File: src/e2c_pkg.sv
// ----------------------------------------------------------------------------
// e2c_pkg: shared types and constants for the epoch to calendar date block
// Holds the sequencer state type, the calendar constants and the month table.
// ----------------------------------------------------------------------------
package e2c_pkg;

  localparam int unsigned SECS_PER_DAY  = 86400;
  localparam int unsigned SECS_PER_MIN  = 60;
  localparam int unsigned DAYS_PER_QUAD = 1461;
  localparam int unsigned DAYS_PER_WEEK = 7;
  localparam int unsigned EPOCH_WEEKDAY = 4;
  localparam int unsigned BASE_YEAR     = 1970;

  // Day count boundaries inside one four-year group; the third year is the leap year.
  localparam logic [10:0] QUAD_Y1 = 11'd365;
  localparam logic [10:0] QUAD_Y2 = 11'd730;
  localparam logic [10:0] QUAD_Y3 = 11'd1096;
  localparam logic [1:0]  LEAP_OFFSET = 2'd2;

  localparam logic [3:0]  LAST_MONTH = 4'd11;
  localparam logic [3:0]  FEBRUARY   = 4'd1;

  typedef enum logic [2:0] {
    ST_IDLE,
    ST_DAY,
    ST_SPLIT,
    ST_MIN,
    ST_YEAR,
    ST_MONTH,
    ST_DONE
  } e2c_state_t;

  function automatic logic [4:0] month_len(input logic [3:0] mon, input logic leap);
    logic [4:0] len;
    unique case (mon)
      4'd0, 4'd2, 4'd4, 4'd6, 4'd7, 4'd9, 4'd11: len = 5'd31;
      4'd3, 4'd5, 4'd8, 4'd10:                   len = 5'd30;
      FEBRUARY:                                  len = leap ? 5'd29 : 5'd28;
      default:                                   len = 5'd31;
    endcase
    return len;
  endfunction

endpackage

File: src/epoch_to_calendar_date.sv
// ----------------------------------------------------------------------------
// epoch_to_calendar_date: seconds since 1970 to calendar date and time
// Serial conversion of a 32-bit epoch count into time of day, weekday and date.
// ----------------------------------------------------------------------------
// Usage:
// A request on the in_ channel carries a 32-bit count of seconds since
// 1970-01-01 00:00:00. It is taken when in_valid is high and in_stall is low;
// in_stall is high while a conversion is in progress.
// The result leaves on the out_ channel from an output register and is held
// until a cycle with out_valid high and out_stall low.
// Conversion from the accepting edge to out_valid runs as bit-serial
// divisions by 86400 (32 steps), by 60 (17 steps) and by 60 again (11 steps),
// then a year pick and a month search of 1 to 12 steps. The day
// split into four-year groups and the weekday run beside the first division
// by 60. The next request is taken once the result is in the output register,
// so a stalled receiver holds up only the end of the following conversion.
// Leap years are all years divisible by four, so dates from March 2100 on
// are one day late. Reset clears the sequencer and drops out_valid.
// ----------------------------------------------------------------------------
module epoch_to_calendar_date
  import e2c_pkg::*;
(
  input  logic        clk,
  input  logic        rst_n,
  input  logic        in_valid,
  output logic        in_stall,
  input  logic [31:0] in_seconds_since_1970,
  output logic        out_valid,
  input  logic        out_stall,
  output logic [5:0]  out_second,
  output logic [5:0]  out_minute,
  output logic [4:0]  out_hour,
  output logic [2:0]  out_weekday,
  output logic [4:0]  out_day_of_month,
  output logic [3:0]  out_month,
  output logic [11:0] out_full_year
);

  e2c_state_t state_r, state_nxt;

  logic        day_start, sec_start, min_start;
  logic        year_load, month_step, out_load;
  logic        day_busy, sec_busy, min_busy, quad_busy, wk_busy;
  logic [31:0] day_quo;
  logic [16:0] day_rem;
  logic [16:0] sec_quo;
  logic [5:0]  sec_rem;
  logic [10:0] min_quo;
  logic [5:0]  min_rem;
  logic [15:0] quad_quo;
  logic [10:0] quad_rem;
  logic [15:0] wk_quo;
  logic [2:0]  wk_rem;
  logic [15:0] wk_din;

  logic [1:0]  yoff;
  logic [10:0] yday;
  logic [8:0]  diy_r, diy_nxt;
  logic [3:0]  mon_r, mon_nxt;
  logic [11:0] year_r, year_nxt;
  logic        leap_r, leap_nxt;
  logic [4:0]  mlen;
  logic        month_end;

  logic        out_valid_r, out_valid_nxt;
  logic [5:0]  second_r, minute_r;
  logic [4:0]  hour_r, dom_r;
  logic [2:0]  weekday_r;
  logic [3:0]  month_r;
  logic [11:0] full_year_r;

  // Whole days and second of day.
  e2c_sdiv #(.DW(32), .RW(17), .DIVISOR(SECS_PER_DAY)) u_day (
    .clk(clk), .rst_n(rst_n), .start(day_start), .din(in_seconds_since_1970),
    .busy(day_busy), .quo(day_quo), .rem(day_rem)
  );

  // Minute of day and second.
  e2c_sdiv #(.DW(17), .RW(6), .DIVISOR(SECS_PER_MIN)) u_sec (
    .clk(clk), .rst_n(rst_n), .start(sec_start), .din(day_rem),
    .busy(sec_busy), .quo(sec_quo), .rem(sec_rem)
  );

  // Hour and minute.
  e2c_sdiv #(.DW(11), .RW(6), .DIVISOR(SECS_PER_MIN)) u_min (
    .clk(clk), .rst_n(rst_n), .start(min_start), .din(sec_quo[10:0]),
    .busy(min_busy), .quo(min_quo), .rem(min_rem)
  );

  // Four-year groups and the day within a group.
  e2c_sdiv #(.DW(16), .RW(11), .DIVISOR(DAYS_PER_QUAD)) u_quad (
    .clk(clk), .rst_n(rst_n), .start(sec_start), .din(day_quo[15:0]),
    .busy(quad_busy), .quo(quad_quo), .rem(quad_rem)
  );

  // The epoch day was a Thursday.
  assign wk_din = day_quo[15:0] + 16'(EPOCH_WEEKDAY);

  e2c_sdiv #(.DW(16), .RW(3), .DIVISOR(DAYS_PER_WEEK)) u_wk (
    .clk(clk), .rst_n(rst_n), .start(sec_start), .din(wk_din),
    .busy(wk_busy), .quo(wk_quo), .rem(wk_rem)
  );

  // Year within the four-year group.
  always_comb begin
    priority if (quad_rem < QUAD_Y1) begin
      yoff = 2'd0;
      yday = quad_rem;
    end else if (quad_rem < QUAD_Y2) begin
      yoff = 2'd1;
      yday = quad_rem - QUAD_Y1;
    end else if (quad_rem < QUAD_Y3) begin
      yoff = 2'd2;
      yday = quad_rem - QUAD_Y2;
    end else begin
      yoff = 2'd3;
      yday = quad_rem - QUAD_Y3;
    end
  end

  assign mlen      = month_len(mon_r, leap_r);
  assign month_end = (mon_r == LAST_MONTH) || (diy_r < {4'b0, mlen});

  // Next state.
  always_comb begin
    state_nxt = state_r;
    unique case (state_r)
      ST_IDLE:  if (in_valid) state_nxt = ST_DAY;
      ST_DAY:   if (!day_busy) state_nxt = ST_SPLIT;
      ST_SPLIT: if (!sec_busy && !quad_busy && !wk_busy) state_nxt = ST_MIN;
      ST_MIN:   if (!min_busy) state_nxt = ST_YEAR;
      ST_YEAR:  state_nxt = ST_MONTH;
      ST_MONTH: if (month_end) state_nxt = ST_DONE;
      ST_DONE:  if (!out_valid_r || !out_stall) state_nxt = ST_IDLE;
      default:  state_nxt = ST_IDLE;
    endcase
  end

  // Sequencer outputs.
  always_comb begin
    in_stall   = 1'b1;
    day_start  = 1'b0;
    sec_start  = 1'b0;
    min_start  = 1'b0;
    year_load  = 1'b0;
    month_step = 1'b0;
    out_load   = 1'b0;
    unique case (state_r)
      ST_IDLE: begin
        in_stall  = 1'b0;
        day_start = in_valid;
      end
      ST_DAY:   sec_start  = !day_busy;
      ST_SPLIT: min_start  = !sec_busy && !quad_busy && !wk_busy;
      ST_MIN:   year_load  = 1'b0;
      ST_YEAR:  year_load  = 1'b1;
      ST_MONTH: month_step = !month_end;
      ST_DONE:  out_load   = !out_valid_r || !out_stall;
      default:  in_stall   = 1'b1;
    endcase
  end

  always_comb begin
    diy_nxt  = diy_r;
    mon_nxt  = mon_r;
    year_nxt = year_r;
    leap_nxt = leap_r;
    if (year_load) begin
      diy_nxt  = yday[8:0];
      mon_nxt  = '0;
      // Four times the group count plus the offset is just the two fields side by side.
      year_nxt = 12'(BASE_YEAR) + 12'({quad_quo[5:0], yoff});
      leap_nxt = (yoff == LEAP_OFFSET);
    end else if (month_step) begin
      diy_nxt = diy_r - {4'b0, mlen};
      mon_nxt = mon_r + 1'b1;
    end
  end

  assign out_valid_nxt = out_load ? 1'b1 : (out_valid_r && out_stall);

  always_ff @(posedge clk) begin
    if (!rst_n) begin
      state_r     <= ST_IDLE;
      out_valid_r <= 1'b0;
    end else begin
      state_r     <= state_nxt;
      out_valid_r <= out_valid_nxt;
    end
  end

  always_ff @(posedge clk) begin
    diy_r  <= diy_nxt;
    mon_r  <= mon_nxt;
    year_r <= year_nxt;
    leap_r <= leap_nxt;
    if (out_load) begin
      second_r    <= sec_rem;
      minute_r    <= min_rem;
      hour_r      <= min_quo[4:0];
      weekday_r   <= wk_rem;
      dom_r       <= diy_r[4:0] + 5'd1;
      month_r     <= mon_r + 4'd1;
      full_year_r <= year_r;
    end
  end

  assign out_valid        = out_valid_r;
  assign out_second       = second_r;
  assign out_minute       = minute_r;
  assign out_hour         = hour_r;
  assign out_weekday      = weekday_r;
  assign out_day_of_month = dom_r;
  assign out_month        = month_r;
  assign out_full_year    = full_year_r;

endmodule

File: src/e2c_sdiv.sv
// ----------------------------------------------------------------------------
// e2c_sdiv: bit-serial divider by a constant
// Shifts the dividend in one bit per cycle, MSB first, and does one restoring
// compare and subtract per step.
// ----------------------------------------------------------------------------
module e2c_sdiv
  import e2c_pkg::*;
#(
  parameter int unsigned DW      = 32,
  parameter int unsigned RW      = 17,
  parameter int unsigned DIVISOR = SECS_PER_DAY
) (
  input  logic          clk,
  input  logic          rst_n,
  input  logic          start,
  input  logic [DW-1:0] din,
  output logic          busy,
  output logic [DW-1:0] quo,
  output logic [RW-1:0] rem
);

  localparam int unsigned CW = $clog2(DW + 1);
  localparam logic [RW:0] DIV_K = (RW + 1)'(DIVISOR);

  logic [CW-1:0] cnt_r, cnt_nxt;
  logic [DW-1:0] quo_r, quo_nxt;
  logic [RW-1:0] rem_r, rem_nxt;
  logic [RW:0]   trial;
  logic [RW:0]   diff;
  logic          ge;

  assign busy  = (cnt_r != '0);
  assign trial = {rem_r, quo_r[DW-1]};
  assign ge    = (trial >= DIV_K);
  assign diff  = trial - DIV_K;

  always_comb begin
    cnt_nxt = cnt_r;
    quo_nxt = quo_r;
    rem_nxt = rem_r;
    if (start) begin
      cnt_nxt = CW'(DW);
      quo_nxt = din;
      rem_nxt = '0;
    end else if (busy) begin
      cnt_nxt = cnt_r - 1'b1;
      quo_nxt = {quo_r[DW-2:0], ge};
      rem_nxt = ge ? diff[RW-1:0] : trial[RW-1:0];
    end
  end

  always_ff @(posedge clk) begin
    if (!rst_n) begin
      cnt_r <= '0;
    end else begin
      cnt_r <= cnt_nxt;
    end
  end

  always_ff @(posedge clk) begin
    quo_r <= quo_nxt;
    rem_r <= rem_nxt;
  end

  assign quo = quo_r;
  assign rem = rem_r;

endmodule

File: config.mk
export PLATFORM = sky130hd
export DESIGN_NAME = epoch_to_calendar_date
export DESIGN_NICKNAME = d
export VERILOG_FILES = /design/src/e2c_pkg.sv /design/src/epoch_to_calendar_date.sv /design/src/e2c_sdiv.sv
export SDC_FILE = /design/constraint.sdc
export NUM_CORES = 1
export LEC_CHECK = 0
export CAP_MARGIN = 15
export CORE_MARGIN = 2
export CORE_UTILIZATION = 51
export CTS_CLUSTER_SIZE = 40
export DETAILED_ROUTE_END_ITERATION = 10
export DONT_BUFFER_PORTS = 1
export HOLD_SLACK_MARGIN = 0.12
export PLACE_DENSITY = 0.66
export SLEW_MARGIN = 40
export SYNTH_ARGS = -nofsm -noshare
export SYNTH_HDL_FRONTEND = slang
export SYNTH_SLANG_ARGS = --single-unit
File: constraint.sdc
create_clock -name clk -period 5.36 [get_ports clk]
set_clock_uncertainty 0.15 [all_clocks]
set_input_delay 1.072 -clock clk [delete_from_list [all_inputs] [get_ports clk]]
set_output_delay 1.072 -clock clk [all_outputs]
set_load 0.03 [all_outputs]
==> out/qor.txt, run 1 <==
Status - complete, no violations
Vias after detailed routing - 7461
Number of global-route vias before repair - 6934
CP Class - reg2reg
Yosys top cell by area - edfxtp_1
First-pass GRT wire length - 35.1 mm
Post-route ant nets - 0
Total CTS buffers - 26
Core area - 21000 µm²
Clk root buf - clkbuf_16
Nets@finish - 1151
Iteration-0 DRC count of the detailed router - 689
Top cells by count, synth - 306 x nand2_1, 155 x edfxtp_1, 76 x dfxtp_1, 66 x nor2_1, 60 x a21oi_1
Max Slew Vio Count - 0
Syn. warnings - 0
I/O Pins - 79
Count leader, synth - nand2_1
Cells after Synth - 1096
Worst-path maximum fanout - 7
Final Hold Viols - 0
Worst-Skew Late Latency - 0.53 ns
EDFF count, synth - 155
Synthesized area per cell - 9.93 µm²
Number of clock sinks - 231
WP buf/inv - 1
Critical-path top delay cell - or3_4
Seq/Total Area, Yosys - 0.568
DP HPWL - 14.3 mm
Drt wl/cell - 15.5 µm
Max Clk Rate - 306 MHz
Die H - 150 µm
Setup TNS - 0 ns
Setup Buffers After CTS - 0
Max_slew headroom - 0.535
Pin count of the biggest net entering global routing - 50
Initial antenna violation count - 0
CP Data Required Time - 5.63 ns
Synth Cell Area - 10900 µm²
Crit path cell chain - ha_1 > inv_1 > nor4_1 > ha_1 > nor2b_1 > o2111ai_1 > a31oi_1 > or3_4 > o21a_1 > o21a_1
Synthesis-to-finish area growth - 9.49%
Longest Clk Path Bufs - 3
Met2 Track Usage GR - 0.287
Die Wd - 150 µm
Post_cts resized - 0
Placed Instances - 1328
Crit start category - flop
Row cnt - 53
Total wire length - 21.3 mm
Busiest grt layer - met1
Antenna fix cells - 0
Predominant post-synthesis flop cell - edfxtp_1
CP max stage delay - 0.49 ns
Die area - 22500 µm²
Yosys top cell area share - 0.428
Initial Utilization - 0.519
Dpl cell area - 11100 µm²
CP Capture Type - flop
Synth unique cells - 67
Routing usage on met3 - 0.0326
Peak supply drop - 0.000343 V
Final Setup Violations - 0
DR pass1 iterations - 5
Tcrit/Tclk final - 0.609
Gpl congestion - 0.881
Arrival time at the worst endpoint - 3.54 ns
Fraction of layout cells with a size suffix above 1 - 0.0590
Leakage power - 4.69 nW
# port buffers - 0
Least-Margin Pin Slew - 0.697 ns
Hold Path Class - reg2reg
M1 GR Usage - 0.292
Syn nets - 1165
Fill count - 1869
Final Power - 8.40 mW
CTS Hold Bufs - 0
# DRC - 0
Cell family with most CP delay - simple AND/OR/NAND/NOR gates
RSZ-0062 raised after global routing - false
Grt ovf - 0
Ys async rst share - 0
Final WS setup - 2.09 ns
Min Clock Period, post-route - 3.27 ns
Design Area, Final - 11900 µm²
Gr usage total - 0.191
Vias per Instance - 5.42
Pre-CTS setup slack - 2.07 ns
Clk slew on worst S/H paths - 0.06 ns
H-tree levels - 1
Finished Layout Cells - 1377
Max Cap Viol - 0
Largest cells by area after synthesis - edfxtp_1 43%, dfxtp_1 14%, nand2_1 11%
Power density over the cells - 705 nW/µm²
TritonCTS clock tree - built
FF+latch count, synth - 231
==> path summary, 6_finish.rpt <==
path / from / to / slack (ns) / depth (start not counted)
worst min-delay path: year_r[11] / out_full_year[11] / 0.27 / 0
worst max register to register: mon_r[0] / state_r[1] / 2.09 / 10
worst max-delay path: mon_r[0] / state_r[1] / 2.09 / 10
worst min register to register: year_r[11] / out_full_year[11] / 0.27 / 0
==> worst reg2reg max path: cells and delay by family, from the launching register on <==
kind,cells,cell delay [ns]
compound gates,4,0.94
fa+ha+maj,2,0.53
buf+inv,1,0.06
flops,1,0.43
simple gates,3,1.06
==> placed cells by master (no fill, tap or decap), types with 9 or more instances in the layout <==
cell type  Yosys  layout
nand2_1      306     306
edfxtp_1     155     155
dfxtp_1       76      76
nor2_1        66      66
a21oi_1       60      59
xnor2_1       53      53
o21ai_0       47      47
ha_1          32      32
inv_1         29      29
nor3_1        30      29
clkbuf_16      0      26
nand3_1       25      25
a211oi_1      21      21
xor2_1        20      20
nor2b_1       12      12
buf_4          3      12
a31oi_1       10      10
nand2b_1       9       9
==> kinds of logic (layout without fill, tap and decap cells) <==
kind of cell,count (synthesis),count (layout),synth area share
compound gates,178,178,0.104
xor+xnor,73,73,0.0588
fa+ha+maj,33,33,0.0386
buf+inv,88,94,0.0329
flops,231,231,0.568
mux,7,7,0.00644
simple gates,486,486,0.192
==> stage by stage <==
step           utilization  hold slack [ns]
2_1_floorplan            -            0.250
3_3_place_gp         0.530            0.252
3_5_place_dp         0.530            0.255
4_1_cts              0.567            0.268
5_1_grt              0.568            0.277
6_report             0.568            0.267
==> layer usage <==
layer	share of wire	wire, µm
met1	0.50	10500
met2	0.44	9290
met3	0.054	1150
met4	0.015	310
met5	0	0
==> area by class of cell <==
class                           instances  area, µm²  share of cell area
Clock inverter                         12       76.3             0.00641
Clock buffer                           36        718              0.0603
Sequential cell                       231       6180               0.518
Tap cell                              275        344              0.0289
Multi-Input combinational cell        777       4370               0.367
Timing Repair Buffer                   13        101             0.00851
Inverter                               33        124              0.0104
==> sequential cells by signal (all words and copies together), names as in the netlist, 9 cells and up <==
register	count
u_day.quo	32
u_day.rem	17
u_sec.quo	17
u_quad.quo	16
u_wk.quo	16
out_full_year	12
year_r	12
u_min.quo	11
u_quad.rem	11
diy_r	9
==> power by group <==
group	leakage [nW]	internal [mW]	switching, mW
registers	2.14	2.93	0.625
clock network	0.388	0.938	0.694
logic	2.16	1.26	1.95
Power figures use the tool's default switching activity.
==> run 2, diff against run 1 <==
--- a/config.mk
+++ b/config.mk
@@ -12,7 +12,7 @@
 export DETAILED_ROUTE_END_ITERATION = 10
 export DONT_BUFFER_PORTS = 1
 export HOLD_SLACK_MARGIN = 0.12
-export PLACE_DENSITY = 0.66
+export PLACE_DENSITY = 0.69
 export SLEW_MARGIN = 40
 export SYNTH_ARGS = -nofsm -noshare
 export SYNTH_HDL_FRONTEND = slang
==> constraint.sdc (replaced) <==
create_clock -name clk -period 2.85 [get_ports clk]
set_clock_uncertainty 0.15 [all_clocks]
set_input_delay 0.57 -clock clk [delete_from_list [all_inputs] [get_ports clk]]
set_output_delay 0.57 -clock clk [all_outputs]
set_load 0.03 [all_outputs]
==> run 2 against run 1 <==
Critical path type unchanged. Global-route usage grew 0.41 points. Non-clock buffer count up 58. Critical endpoint is now diy_r[6]. Sequential share of layout area shrank 2.4 points. Via count up 3.4%. Fmax rose by 22%. Combinational power up 100%.
==> out/qor.txt, run 2 (synthesis gave the netlist of run 1 again) <==
Final Hold Viols - 0
Least-Margin Pin Slew - 0.563 ns
DR pass1 iterations - 5
Grt ovf - 0
DP HPWL - 14.3 mm
Tcrit/Tclk final - 0.943
Placed Instances - 1353
Peak supply drop - 0.000604 V
# port buffers - 0
Drt wl/cell - 15.1 µm
TritonCTS clock tree - built
CP Data Required Time - 2.96 ns
Longest Clk Path Bufs - 3
H-tree levels - 1
Max Cap Viol - 0
Min Clock Period, post-route - 2.69 ns
Fraction of layout cells with a size suffix above 1 - 0.0820
Number of global-route vias before repair - 7246
Antenna fix cells - 0
Clk slew on worst S/H paths - 0.06 ns
Die Wd - 150 µm
Power density over the cells - 1290 nW/µm²
CP Class - reg2reg
Vias per Instance - 5.38
Die H - 150 µm
Hold Path Class - in2reg
Nets@finish - 1208
Arrival time at the worst endpoint - 2.80 ns
Total wire length - 21.6 mm
Post-route ant nets - 0
Max Slew Vio Count - 0
Synthesis-to-finish area growth - 14.8%
Setup TNS - 0 ns
Number of flip-flops in the largest register - 32
Finished Layout Cells - 1433
Max_slew headroom - 0.624
RSZ-0062 raised after global routing - true
Status - complete, no violations
Final Setup Violations - 0
Leakage power - 4.96 nW
Fill count - 1717
Iteration-0 DRC count of the detailed router - 690
Gr usage total - 0.196
Initial antenna violation count - 0
Design Area, Final - 12500 µm²
Worst-Skew Late Latency - 0.52 ns
Pin count of the biggest net entering global routing - 48
Total CTS buffers - 25
Row cnt - 53
First-pass GRT wire length - 36.2 mm
Register Area - 6180 µm²
Max Clk Rate - 372 MHz
Clk root buf - clkbuf_16
Number of clock sinks - 231
Die area - 22500 µm²
CP Capture Type - flop
Area of the multi-input gates - 4400 µm²
Worst hold slack - 0.154 ns
# DRC - 0
I/O Pins - 79
Initial Utilization - 0.519
Gpl congestion - 0.895
Vias after detailed routing - 7713
Commonest non-fill, non-tap cells in the layout - 306 x nand2_1, 155 x edfxtp_1, 74 x dfxtp_1
Commonest non-fill, non-tap cell in the layout - nand2_1
Crit start category - flop
Core area - 21000 µm²
Worst-path maximum fanout - 5
Dpl cell area - 11300 µm²
-- run 2: per-stage QoR --
stage	utilization	total power, mW	setup WS [ns]
2_1_floorplan	-	11.2	0.0200
3_3_place_gp	0.540	12.8	0.117
3_5_place_dp	0.540	13.0	0.0212
4_1_cts	0.595	16.2	0.0309
5_1_grt	0.596	17.5	-0.0189
6_report	0.596	16.2	0.163
-- run 2: cell type report --
type,count,share of cell area
sequential,231,0.495
multi-input combinational,777,0.352
clock buffer,39,0.0591
timing repair buffer,71,0.0513
tap,275,0.0275
inverter,33,0.00991
clock inverter,7,0.00581
-- run 2: worst max-delay path: stages, from the launching register on --
cell and delay (ns):
dfxtp_2 0.37, inv_1 0.09, ha_1 0.21, o21ai_1 0.11, a21oi_1 0.07, a31oi_1 0.17, ha_2 0.21, inv_1 0.05
fa_1 0.41, a41oi_1 0.21, xnor2_1 0.14, nand2_1 0.09, o311a_1 0.14
-- run 2: power by group --
part,total [mW],switching (mW),internal [mW]
Combinational,6.46,3.82,2.64
Clock,3.14,1.27,1.87
Sequential,6.57,1.07,5.50
-- run 2: final timing paths --
check	start	end	slack [ns]	depth (start not counted)
worst max-delay path	mon_r[0]	diy_r[6]	0.16	12
worst min-delay path	rst_n	u_day.cnt_r[2]	0.15	2
worst max register to register	mon_r[0]	diy_r[6]	0.16	12
worst min register to register	year_r[1]	out_full_year[1]	0.27	0
-- run 2: repair_timing --
action,in CTS,in global routing
setup endpoints to repair,10,14
resized for setup,1,7
buffers inserted,0,1
hold endpoints to repair,44,0
hold buffers,33,0
pin swaps,0,4
-- run 2: routing by layer --
metal  vias up  routed length [µm]  GRT usage
li1       3867                   -          -
met1      3619               10700      0.291
met2       199                9580      0.305
met3        28                 998     0.0271
met4         0                 348     0.0434
met5         -                   0          0
